### config.mk
export PLATFORM = sky130hd
export DESIGN_NAME = source_text_tokenizer
export DESIGN_NICKNAME = d
export VERILOG_FILES = /design/src/design/stt_pkg.sv /design/src/design/source_text_tokenizer.sv
export SDC_FILE = /design/constraint.sdc
export NUM_CORES = 1
export LEC_CHECK = 0
export ABC_AREA = 1
export BUFFER_PORTS_ARGS = -buffer_cell sky130_fd_sc_hd__buf_4
export CAP_MARGIN = 20
export CORE_ASPECT_RATIO = 1.1
export CORE_MARGIN = 4
export CORE_UTILIZATION = 54
export DETAILED_ROUTE_END_ITERATION = 16
export MAX_ROUTING_LAYER = met4
export PLACE_DENSITY = 0.75
export SLEW_MARGIN = 20
export SYNTH_ARGS = -nofsm -noshare
export SYNTH_HDL_FRONTEND = slang
export SYNTH_SLANG_ARGS = --single-unit
export TNS_END_PERCENT = 20
### constraint.sdc
create_clock -name clk -period 4.5 [get_ports clk]
set_input_delay 0.675 -clock clk [delete_from_list [all_inputs] [get_ports clk]]
set_output_delay 0.675 -clock clk [all_outputs]
set_load 0.005 [all_outputs]
### src/design/stt_pkg.sv
package stt_pkg;

  typedef enum logic [3:0] {
    MODE_IDLE   = 4'd0,
    MODE_IDENT  = 4'd1,
    MODE_NUMBER = 4'd2,
    MODE_OPER   = 4'd3,
    MODE_DOLLAR = 4'd4,
    MODE_LINE   = 4'd5,
    MODE_BLOCK  = 4'd6,
    MODE_TILDE  = 4'd7,
    MODE_FATAL  = 4'd8
  } mode_t;

  localparam logic [5:0] KIND_IDENT   = 6'd11;
  localparam logic [5:0] KIND_INTEGER = 6'd12;
  localparam logic [5:0] KIND_EOF     = 6'd46;
  localparam logic [5:0] KIND_ERROR   = 6'd47;
  localparam logic [5:0] KIND_NONE    = 6'd63;

  localparam logic [2:0] ERR_NONE    = 3'd0;
  localparam logic [2:0] ERR_UNKNOWN = 3'd1;
  localparam logic [2:0] ERR_AMP     = 3'd2;
  localparam logic [2:0] ERR_BAR     = 3'd3;
  localparam logic [2:0] ERR_COMMENT = 3'd4;

  localparam int KW_COUNT = 11;

  typedef struct packed {
    logic [5:0]  kind;
    logic [2:0]  err;
    logic [15:0] row;
    logic [15:0] col;
    logic [15:0] len;
  } tok_t;

  // keyword text, first character in the low byte, zero padded
  function automatic logic [63:0] kw_text(input int k);
    case (k)
      0:  kw_text = 64'h0000_0000_746E_696D; // mint
      1:  kw_text = 64'h0000_0000_0072_6162; // bar
      2:  kw_text = 64'h0000_0000_0000_6669; // if
      3:  kw_text = 64'h0000_0000_6669_6C65; // elif
      4:  kw_text = 64'h0000_0000_6573_6C65; // else
      5:  kw_text = 64'h0000_0000_7469_7865; // exit
      6:  kw_text = 64'h0000_0000_6575_7254; // True
      7:  kw_text = 64'h0000_0065_736C_6146; // False
      8:  kw_text = 64'h0000_0000_656E_6F4E; // None
      9:  kw_text = 64'h0000_0000_0074_6E69; // int
      default: kw_text = 64'h0000_0000_6C6F_6F62; // bool
    endcase
  endfunction

  function automatic logic [3:0] kw_len(input int k);
    case (k)
      0, 3, 4, 5, 6, 8, 10: kw_len = 4'd4;
      1, 9:                 kw_len = 4'd3;
      2:                    kw_len = 4'd2;
      default:              kw_len = 4'd5;
    endcase
  endfunction

  function automatic logic is_alpha(input logic [7:0] c);
    is_alpha = (c >= 8'h61 && c <= 8'h7A) || (c >= 8'h41 && c <= 8'h5A);
  endfunction

  function automatic logic is_digit(input logic [7:0] c);
    is_digit = c >= 8'h30 && c <= 8'h39;
  endfunction

  function automatic logic is_space(input logic [7:0] c);
    is_space = c == 8'h20 || (c >= 8'h09 && c <= 8'h0D);
  endfunction

  function automatic logic is_oper(input logic [7:0] c);
    case (c)
      "=", "<", ">", "+", "-", "*", "/", "%", "^", "!", "&", "|": is_oper = 1'b1;
      default: is_oper = 1'b0;
    endcase
  endfunction

  // single-byte punctuation kind, KIND_NONE if not punctuation
  function automatic logic [5:0] punct_kind(input logic [7:0] c);
    case (c)
      ":":   punct_kind = 6'd37;
      ";":   punct_kind = 6'd38;
      "(":   punct_kind = 6'd39;
      ")":   punct_kind = 6'd40;
      "[":   punct_kind = 6'd41;
      "]":   punct_kind = 6'd42;
      "{":   punct_kind = 6'd43;
      "}":   punct_kind = 6'd44;
      8'h5C: punct_kind = 6'd45;
      default: punct_kind = KIND_NONE;
    endcase
  endfunction

  function automatic logic [5:0] pair_kind(input logic [7:0] p, input logic [7:0] c);
    pair_kind = KIND_NONE;
    if (c == "=") begin
      case (p)
        "=": pair_kind = 6'd13;
        "<": pair_kind = 6'd15;
        ">": pair_kind = 6'd17;
        "+": pair_kind = 6'd19;
        "-": pair_kind = 6'd22;
        "*": pair_kind = 6'd25;
        "/": pair_kind = 6'd27;
        "%": pair_kind = 6'd29;
        "^": pair_kind = 6'd31;
        "!": pair_kind = 6'd33;
        default: pair_kind = KIND_NONE;
      endcase
    end else if (p == "+" && c == "+") begin
      pair_kind = 6'd20;
    end else if (p == "-" && c == "-") begin
      pair_kind = 6'd23;
    end else if (p == "&" && c == "&") begin
      pair_kind = 6'd35;
    end else if (p == "|" && c == "|") begin
      pair_kind = 6'd36;
    end
  endfunction

  function automatic logic [5:0] single_kind(input logic [7:0] p);
    case (p)
      "&": single_kind = KIND_ERROR;
      "|": single_kind = KIND_ERROR;
      "=": single_kind = 6'd14;
      "<": single_kind = 6'd16;
      ">": single_kind = 6'd18;
      "+": single_kind = 6'd21;
      "-": single_kind = 6'd24;
      "*": single_kind = 6'd26;
      "/": single_kind = 6'd28;
      "%": single_kind = 6'd30;
      "^": single_kind = 6'd32;
      default: single_kind = 6'd34;
    endcase
  endfunction

  function automatic logic [2:0] single_err(input logic [7:0] p);
    case (p)
      "&": single_err = ERR_AMP;
      "|": single_err = ERR_BAR;
      default: single_err = ERR_NONE;
    endcase
  endfunction

endpackage

### src/design/source_text_tokenizer.sv
// Source text tokenizer.
// Input channel (valid/ready): action = 0 carries a source byte in ch,
// action = 1 marks end of text. Output channel (out_valid/out_ready) gives
// one token per beat: kind, start_row/start_col, length, error_code, and
// last = 1 on the final token caused by an input beat.
// Each input beat is decoded in the cycle it is accepted; its tokens (zero,
// one or two) are written into a two-entry result queue and are visible on
// the output in the following cycle. Throughput is one byte per cycle while
// the receiver takes every token; the two-entry queue is what sets it: in_ready
// drops only while the queue cannot take the worst case of the next beat, so a
// beat yielding two tokens (flush plus another, or flush plus end-of-file)
// holds off the next input beat even when the receiver takes a token every cycle.
// Receiver stall: the queue fills, in_ready drops; nothing is lost.
// Reset (rst, synchronous): row and column return to 1, scanning to idle,
// queue empties. After end-of-file the scanner returns to the reset state by
// itself so a new text may follow.
module source_text_tokenizer #(
  parameter int POS_WIDTH = 16,
  parameter int KEYWORD_CHARS = 5
) (
  input  logic        clk,
  input  logic        rst,
  input  logic        in_valid,
  output logic        in_ready,
  input  logic        action,
  input  logic [7:0]  ch,
  output logic        out_valid,
  input  logic        out_ready,
  output logic [5:0]  kind,
  output logic [15:0] start_row,
  output logic [15:0] start_col,
  output logic [15:0] length,
  output logic [2:0]  error_code,
  output logic        last
);

  localparam logic [POS_WIDTH-1:0] POS_MAX = {POS_WIDTH{1'b1}};
  localparam logic [POS_WIDTH-1:0] POS_ONE = POS_WIDTH'(1);
  localparam int KB = 8 * KEYWORD_CHARS;

  stt_pkg::mode_t mode, mode_next;
  logic [7:0] pend_op, pend_op_next;
  logic [KB-1:0] kw_buf, kw_buf_next;
  logic [15:0] tok_len, tok_len_next;
  logic [POS_WIDTH-1:0] tok_row, tok_col, tok_row_next, tok_col_next;
  logic [POS_WIDTH-1:0] cur_row, cur_col, cur_row_next, cur_col_next;

  // result queue: two entries, entry 0 at the head
  stt_pkg::tok_t q_tok [2];
  logic q_last [2];
  logic [1:0] q_cnt;

  stt_pkg::tok_t t0, t1;
  logic n0, n1;

  logic acc, pop;
  assign acc = in_valid && in_ready;
  assign pop = out_valid && out_ready;
  assign in_ready = (q_cnt == 2'd0) || (q_cnt == 2'd1 && out_ready);

  function automatic logic [15:0] sat16(input logic [POS_WIDTH-1:0] v);
    if (POS_WIDTH > 16 && v > POS_WIDTH'(16'hFFFF)) sat16 = 16'hFFFF;
    else sat16 = 16'(v);
  endfunction

  function automatic stt_pkg::tok_t mk(input logic [5:0] k, input logic [2:0] e,
      input logic [POS_WIDTH-1:0] r, input logic [POS_WIDTH-1:0] c,
      input logic [15:0] l);
    stt_pkg::tok_t t;
    t.kind = k;
    t.err = e;
    t.row = sat16(r);
    t.col = sat16(c);
    t.len = l;
    mk = t;
  endfunction

  // keyword match against the buffered head of the identifier
  logic [5:0] word_kind;
  always_comb begin
    logic hit;
    logic [63:0] txt;
    word_kind = stt_pkg::KIND_IDENT;
    for (int k = stt_pkg::KW_COUNT - 1; k >= 0; k--) begin
      txt = stt_pkg::kw_text(k);
      hit = (16'(stt_pkg::kw_len(k)) == tok_len) &&
            (int'(stt_pkg::kw_len(k)) <= KEYWORD_CHARS);
      for (int i = 0; i < KEYWORD_CHARS; i++) begin
        if (i < int'(stt_pkg::kw_len(k)) && kw_buf[8*i +: 8] != txt[8*i +: 8])
          hit = 1'b0;
      end
      if (hit) word_kind = 6'(k);
    end
  end

  // scanner
  always_comb begin
    logic rescan;
    logic [5:0] pk, pu;
    mode_next = mode;
    pend_op_next = pend_op;
    kw_buf_next = kw_buf;
    tok_len_next = tok_len;
    tok_row_next = tok_row;
    tok_col_next = tok_col;
    cur_row_next = cur_row;
    cur_col_next = cur_col;
    n0 = 1'b0;
    n1 = 1'b0;
    t0 = mk(stt_pkg::KIND_EOF, stt_pkg::ERR_NONE, cur_row, cur_col, 16'd0);
    t1 = t0;
    rescan = 1'b0;
    pk = stt_pkg::pair_kind(pend_op, ch);
    pu = stt_pkg::punct_kind(ch);
    if (action == 1'b0) begin
      case (mode)
        stt_pkg::MODE_IDENT: begin
          if (stt_pkg::is_alpha(ch) || stt_pkg::is_digit(ch) || ch == "_") begin
            for (int i = 1; i < KEYWORD_CHARS; i++)
              if (tok_len == 16'(i)) kw_buf_next[8*i +: 8] = ch;
            if (tok_len != 16'hFFFF) tok_len_next = tok_len + 16'd1;
          end else begin
            n0 = 1'b1;
            t0 = mk(word_kind, stt_pkg::ERR_NONE, tok_row, tok_col, tok_len);
            mode_next = stt_pkg::MODE_IDLE;
            rescan = 1'b1;
          end
        end
        stt_pkg::MODE_NUMBER: begin
          if (stt_pkg::is_digit(ch)) begin
            if (tok_len != 16'hFFFF) tok_len_next = tok_len + 16'd1;
          end else begin
            n0 = 1'b1;
            t0 = mk(stt_pkg::KIND_INTEGER, stt_pkg::ERR_NONE, tok_row, tok_col, tok_len);
            mode_next = stt_pkg::MODE_IDLE;
            rescan = 1'b1;
          end
        end
        stt_pkg::MODE_OPER: begin
          mode_next = stt_pkg::MODE_IDLE;
          n0 = 1'b1;
          if (pk != stt_pkg::KIND_NONE) begin
            t0 = mk(pk, stt_pkg::ERR_NONE, tok_row, tok_col, 16'd2);
          end else begin
            t0 = mk(stt_pkg::single_kind(pend_op), stt_pkg::single_err(pend_op),
                    tok_row, tok_col, 16'd1);
            rescan = 1'b1;
          end
        end
        stt_pkg::MODE_DOLLAR: begin
          if (ch == "$") mode_next = stt_pkg::MODE_LINE;
          else if (ch == "~") mode_next = stt_pkg::MODE_BLOCK;
          else begin
            mode_next = stt_pkg::MODE_IDLE;
            rescan = 1'b1;
          end
        end
        stt_pkg::MODE_LINE: begin
          if (ch == 8'h0A) mode_next = stt_pkg::MODE_IDLE;
        end
        stt_pkg::MODE_BLOCK: begin
          if (ch == "~") mode_next = stt_pkg::MODE_TILDE;
        end
        stt_pkg::MODE_TILDE: begin
          if (ch == "$") mode_next = stt_pkg::MODE_IDLE;
          else begin
            n0 = 1'b1;
            t0 = mk(stt_pkg::KIND_ERROR, stt_pkg::ERR_COMMENT, tok_row, tok_col, 16'd0);
            mode_next = stt_pkg::MODE_FATAL;
          end
        end
        stt_pkg::MODE_FATAL: begin
        end
        default: rescan = 1'b1;
      endcase
      // idle scan of the byte; its token lands in the slot after any flush
      if (rescan) begin
        if (stt_pkg::is_alpha(ch) || ch == "_" || stt_pkg::is_digit(ch)) begin
          mode_next = stt_pkg::is_digit(ch) ? stt_pkg::MODE_NUMBER : stt_pkg::MODE_IDENT;
          tok_row_next = cur_row;
          tok_col_next = cur_col;
          tok_len_next = 16'd1;
          kw_buf_next = KB'(ch);
        end else if (stt_pkg::is_space(ch)) begin
        end else if (ch == "$") begin
          mode_next = stt_pkg::MODE_DOLLAR;
          tok_row_next = cur_row;
          tok_col_next = cur_col;
        end else if (stt_pkg::is_oper(ch)) begin
          mode_next = stt_pkg::MODE_OPER;
          pend_op_next = ch;
          tok_row_next = cur_row;
          tok_col_next = cur_col;
        end else begin
          if (n0) n1 = 1'b1;
          else n0 = 1'b1;
          if (pu != stt_pkg::KIND_NONE) begin
            if (n1) t1 = mk(pu, stt_pkg::ERR_NONE, cur_row, cur_col, 16'd1);
            else t0 = mk(pu, stt_pkg::ERR_NONE, cur_row, cur_col, 16'd1);
          end else begin
            if (n1) t1 = mk(stt_pkg::KIND_ERROR, stt_pkg::ERR_UNKNOWN, cur_row, cur_col, 16'd1);
            else t0 = mk(stt_pkg::KIND_ERROR, stt_pkg::ERR_UNKNOWN, cur_row, cur_col, 16'd1);
          end
        end
      end
      if (ch == 8'h0A) begin
        cur_col_next = POS_ONE;
        if (cur_row != POS_MAX) cur_row_next = cur_row + POS_ONE;
      end else if (cur_col != POS_MAX) begin
        cur_col_next = cur_col + POS_ONE;
      end
    end else begin
      n0 = 1'b1;
      n1 = 1'b1;
      t1 = mk(stt_pkg::KIND_EOF, stt_pkg::ERR_NONE, cur_row, cur_col, 16'd0);
      case (mode)
        stt_pkg::MODE_IDENT:
          t0 = mk(word_kind, stt_pkg::ERR_NONE, tok_row, tok_col, tok_len);
        stt_pkg::MODE_NUMBER:
          t0 = mk(stt_pkg::KIND_INTEGER, stt_pkg::ERR_NONE, tok_row, tok_col, tok_len);
        stt_pkg::MODE_OPER:
          t0 = mk(stt_pkg::single_kind(pend_op), stt_pkg::single_err(pend_op),
                  tok_row, tok_col, 16'd1);
        stt_pkg::MODE_BLOCK, stt_pkg::MODE_TILDE:
          t0 = mk(stt_pkg::KIND_ERROR, stt_pkg::ERR_COMMENT, tok_row, tok_col, 16'd0);
        default: begin
          n1 = 1'b0;
          t0 = t1;
        end
      endcase
      mode_next = stt_pkg::MODE_IDLE;
      pend_op_next = '0;
      kw_buf_next = '0;
      tok_len_next = '0;
      tok_row_next = POS_ONE;
      tok_col_next = POS_ONE;
      cur_row_next = POS_ONE;
      cur_col_next = POS_ONE;
    end
  end

  always_ff @(posedge clk) begin
    if (rst) begin
      mode <= stt_pkg::MODE_IDLE;
      pend_op <= '0;
      kw_buf <= '0;
      tok_len <= '0;
      tok_row <= POS_ONE;
      tok_col <= POS_ONE;
      cur_row <= POS_ONE;
      cur_col <= POS_ONE;
    end else if (acc) begin
      mode <= mode_next;
      pend_op <= pend_op_next;
      kw_buf <= kw_buf_next;
      tok_len <= tok_len_next;
      tok_row <= tok_row_next;
      tok_col <= tok_col_next;
      cur_row <= cur_row_next;
      cur_col <= cur_col_next;
    end
  end

  // queue: accept only happens when empty or draining to empty
  logic [1:0] base;
  logic [1:0] pushed;
  assign base = pop ? q_cnt - 2'd1 : q_cnt;
  assign pushed = acc ? 2'(n0) + 2'(n1) : 2'd0;

  always_ff @(posedge clk) begin
    if (rst) begin
      q_cnt <= 2'd0;
    end else begin
      q_cnt <= base + pushed;
    end
  end

  // a push always lands in an empty (or emptying) queue, so it wins over the shift
  always_ff @(posedge clk) begin
    if (acc && n0) begin
      q_tok[0] <= t0;
      q_last[0] <= !n1;
      if (n1) begin
        q_tok[1] <= t1;
        q_last[1] <= 1'b1;
      end
    end else if (pop) begin
      q_tok[0] <= q_tok[1];
      q_last[0] <= q_last[1];
    end
  end

  assign out_valid = q_cnt != 2'd0;
  assign kind = q_tok[0].kind;
  assign start_row = q_tok[0].row;
  assign start_col = q_tok[0].col;
  assign length = q_tok[0].len;
  assign error_code = q_tok[0].err;
  assign last = q_last[0];

`ifndef ASSERT_OFF
  a_cnt_range: assert property (@(posedge clk) disable iff (rst) q_cnt != 2'd3)
    else $error("queue overflow");
  a_accept_room: assert property (@(posedge clk) disable iff (rst)
    acc |-> (base == 2'd0))
    else $error("accept with queue occupied");
  a_err_kind: assert property (@(posedge clk) disable iff (rst)
    out_valid && error_code != stt_pkg::ERR_NONE |-> kind == stt_pkg::KIND_ERROR)
    else $error("error code on non-error token");
  a_eof_last: assert property (@(posedge clk) disable iff (rst)
    out_valid && kind == stt_pkg::KIND_EOF |-> last)
    else $error("end-of-file not last");
  a_eof_reset: assert property (@(posedge clk) disable iff (rst)
    acc && action |=> mode == stt_pkg::MODE_IDLE && cur_row == POS_ONE)
    else $error("scanner not cleared after end marker");
`endif

endmodule
==> key figures <==
Outcome
  • Status: completed

Clock tree
  • Post_cts resized: 0
  • Setup Buffers After CTS: 0
  • Num CTS Buffers: 26
  • Hold_buf cts: 0
  • Clock latency at the later pin of the worst-skew pair: 0.54 ns
  • H-tree levels: 1
  • Clk buf depth: 3
  • CTS tree: done
  • Clock-pin slew on the worst setup and hold paths: 0.07 ns
  • Root Buffer: clkbuf_16
  • Clk sink count: 232

Placement
  • Port Buffers: 72
  • Worst slack, placed: 0.529 ns
  • Placed cell count: 2149
  • Routability cong.: 0.989
  • Post-DP HPWL: 25.7 mm
  • Post-Place Cell Area: 13900 um^2

Critical path
  • CP endpoint kind: flop
  • WP data required: 4.70 ns
  • CP startpoint: mode[2]
  • Reg2reg end: q_tok[0][37]
  • Top Family by Delay on Critical Path: simple AND/OR/NAND/NOR gates
  • Crit path DAT: 3.66 ns
  • Most used cell, CP: nand2_1
  • Worst R2R Setup Slack: 1.04 ns
  • Startpoint types: flop
  • CP cell instances: nand2_1 > nor2_1 > inv_1 > nor2_2 > nor2_2 > nand3_2 > buf_4 > nor2_1 > nand2_1 > nand2_1 > nand2_2 > buf_4
  • Worst R2R Path Depth: 12
  • Critical R2R Launch: mode[2]
  • Buf+Inv Stages, Crit Path: 3
  • Critical path peak fanout: 65
  • Slowest CP cell: buf_4
  • CP Class: reg2reg
  • Largest stage delay on the critical path: 0.52 ns

Die
  • Initial core utilization: 55.4%
  • Core area: 23800 um^2
  • Chip height: 172 um
  • I/O Pins: 73
  • Row count: 59
  • Die area: 27000 um^2
  • Die X: 157 um

STA
  • Hold Vio Cnt, Final: 0
  • Min cycle time layout: 3.46 ns
  • Worst-margin pin slew: 0.813 ns
  • Max Slew Vio Count: 0
  • Setup TNS: 0 ns
  • Final WS setup: 1.04 ns
  • # setup viols final: 0
  • Worst clock skew: 0.0273 ns
  • Worst rel slew slack: 45.7%
  • Fmax: 289 MHz
  • Final hold slack: 0.443 ns
  • Period utilisation layout: 76.9%
  • Unrepaired setup endpoints after global routing: no

Power
  • Pwr Density: 472 nW/um^2
  • Tot Pwr: 6.95 mW
  • P_leak: 5.50 nW
  • Max IR drop VDD: 305 uV

Detailed routing
  • DRC violations left: 0
  • DRT iter0 DRCs: 1014
  • Top Layer Used: met4
  • Vias: 12514
  • Total detailed-routing wirelength: 36.6 mm
  • Antenna-violating nets left: 0
  • Routed met3 length: 1.81 mm
  • Post-DR vias/cell: 5.70
  • Drt wl/cell: 16.7 um
  • DR pass1 iterations: 6
  • Met1 WL: 15.3 mm
  • DR WL met2: 18.2 mm

Finish
  • Reg area: 5620 um^2
  • Final Util: 61.7%
  • Final instance area: 14700 um^2
  • Nets@finish: 1895
  • Area delta synth->final: 11.4%
  • Share of layout cells above drive strength 1: 10.9%
  • Multi-input gate area: 6440 um^2
  • Filler cell count: 2200
  • Diodes inserted: 0
  • Final Non-Filler Cells: 2196

Yosys
  • Synth cell count leaders: nand2_1, nor2_1, inv_1
  • Primary FF master, synth: dfxtp_1
  • Synthesis Warnings: 0
  • Top cells by area, synth: edfxtp_1, dfxtp_1, nand2_1, a21oi_1, nor2_1
  • Cells after synthesis: 1835
  • Syn_area_per_cell: 7.19 um^2
  • Share of the synthesized area in the top cell type: 22.1%
  • Top-count cell post-synth: nand2_1
  • Seq cells post-synth: 232
  • Async S/R FF share, synth: 0%
  • Cell taking the most area after synthesis: edfxtp_1
  • Sequential area share after synthesis: 42.5%
  • Cell variety after synth: 51
  • Post-Syn Nets: 1858
  • Post-Syn Area: 13200 um^2
  • Number of synthesized flops with an enable pin: 97

Global routing
  • Gr usage total: 27.4%
  • Gr ovfl total: 0
  • Vias in the first global route: 12158
  • First-pass GRT wire length: 59.5 mm
  • Initial antenna violation count: 0
  • Largest net degree at the start of global routing: 84

Min path
  • Endpoint, Worst Hold: kw_buf[7]
  • Worst Hold Depth: 2
  • Hold WC Path Type: reg2reg
  • Min-delay src: kw_buf[7]

Run
  • Max Cap Viol: 0
## worst reg2reg max path, delay by kind of cell (launching register included)
| kind | cells | cell delay, ns |
|---|---|---|
| AND/OR/NAND/NOR | 9 | 1.69 |
| buffers and inverters | 3 | 1.02 |
| flip-flops | 1 | 0.43 |
## worst max-delay path by stage
stage / slack [ns] / endpoint / depth (start not counted)
CTS: 1.03 / q_tok[0][17] / 12
floorplan: 0.19 / q_tok[1][0] / 15
global route: 0.72 / q_tok[0][37] / 16
finish: 1.04 / q_tok[0][37] / 12
global placement: 0.57 / q_cnt[1] / 20
detailed placement: 0.53 / q_cnt[1] / 20
## final cells by class
class,count,share of cell area [%]
multi-input combinational,1321,43.8
sequential,232,38.2
inverter,199,5.08
timing repair buffer,92,4.95
clock buffer,36,4.89
tap,305,2.59
clock inverter,11,0.553
## report_power, final
group / switching, mW / internal, mW / leakage [nW]
registers: 0.152 / 2.62 / 2.02
logic: 1.45 / 0.720 / 3.09
clock network: 0.880 / 1.13 / 0.387
## logic make-up (layout without fill, tap and decap cells)
group / after synthesis / count (layout) / share of synthesized area, %
buf+inv: 282 / 338 / 8.87
simple gates: 884 / 884 / 29.2
compound gates: 413 / 413 / 17.5
fa+ha+maj: 10 / 10 / 0.948
flops: 232 / 232 / 42.5
other cells: 1 / 1 / 0.0284
xor+xnor: 13 / 13 / 0.862
## metal layers
layer / GRT usage [%] / vias to the layer above
met4: 10.3 / 0
li1: - / 6229
met1: 32.8 / 5831
met3: 2.95 / 86
met2: 47.7 / 368
met5: - / -
## cell usage in the layout (no fill, tap or decap), types with 50 or more instances in the layout
cell type and n:
nand2_1 432, edfxtp_1 97, o21ai_0 111, dfxtp_1 135, buf_4 89, nor2_1 197
nand3_1 107, inv_1 178, a21oi_1 177, nor3_1 50
## state kept, by name, indices dropped and copies added, names as in the netlist, 4 cells and up
name and cells:
cur_col 16, pend_op 8, tok_row 16, kw_buf 40
mode 4, tok_col 16, q_tok 96, tok_len 16
cur_row 16
No activity file was read; power rests on OpenSTA's default activity.
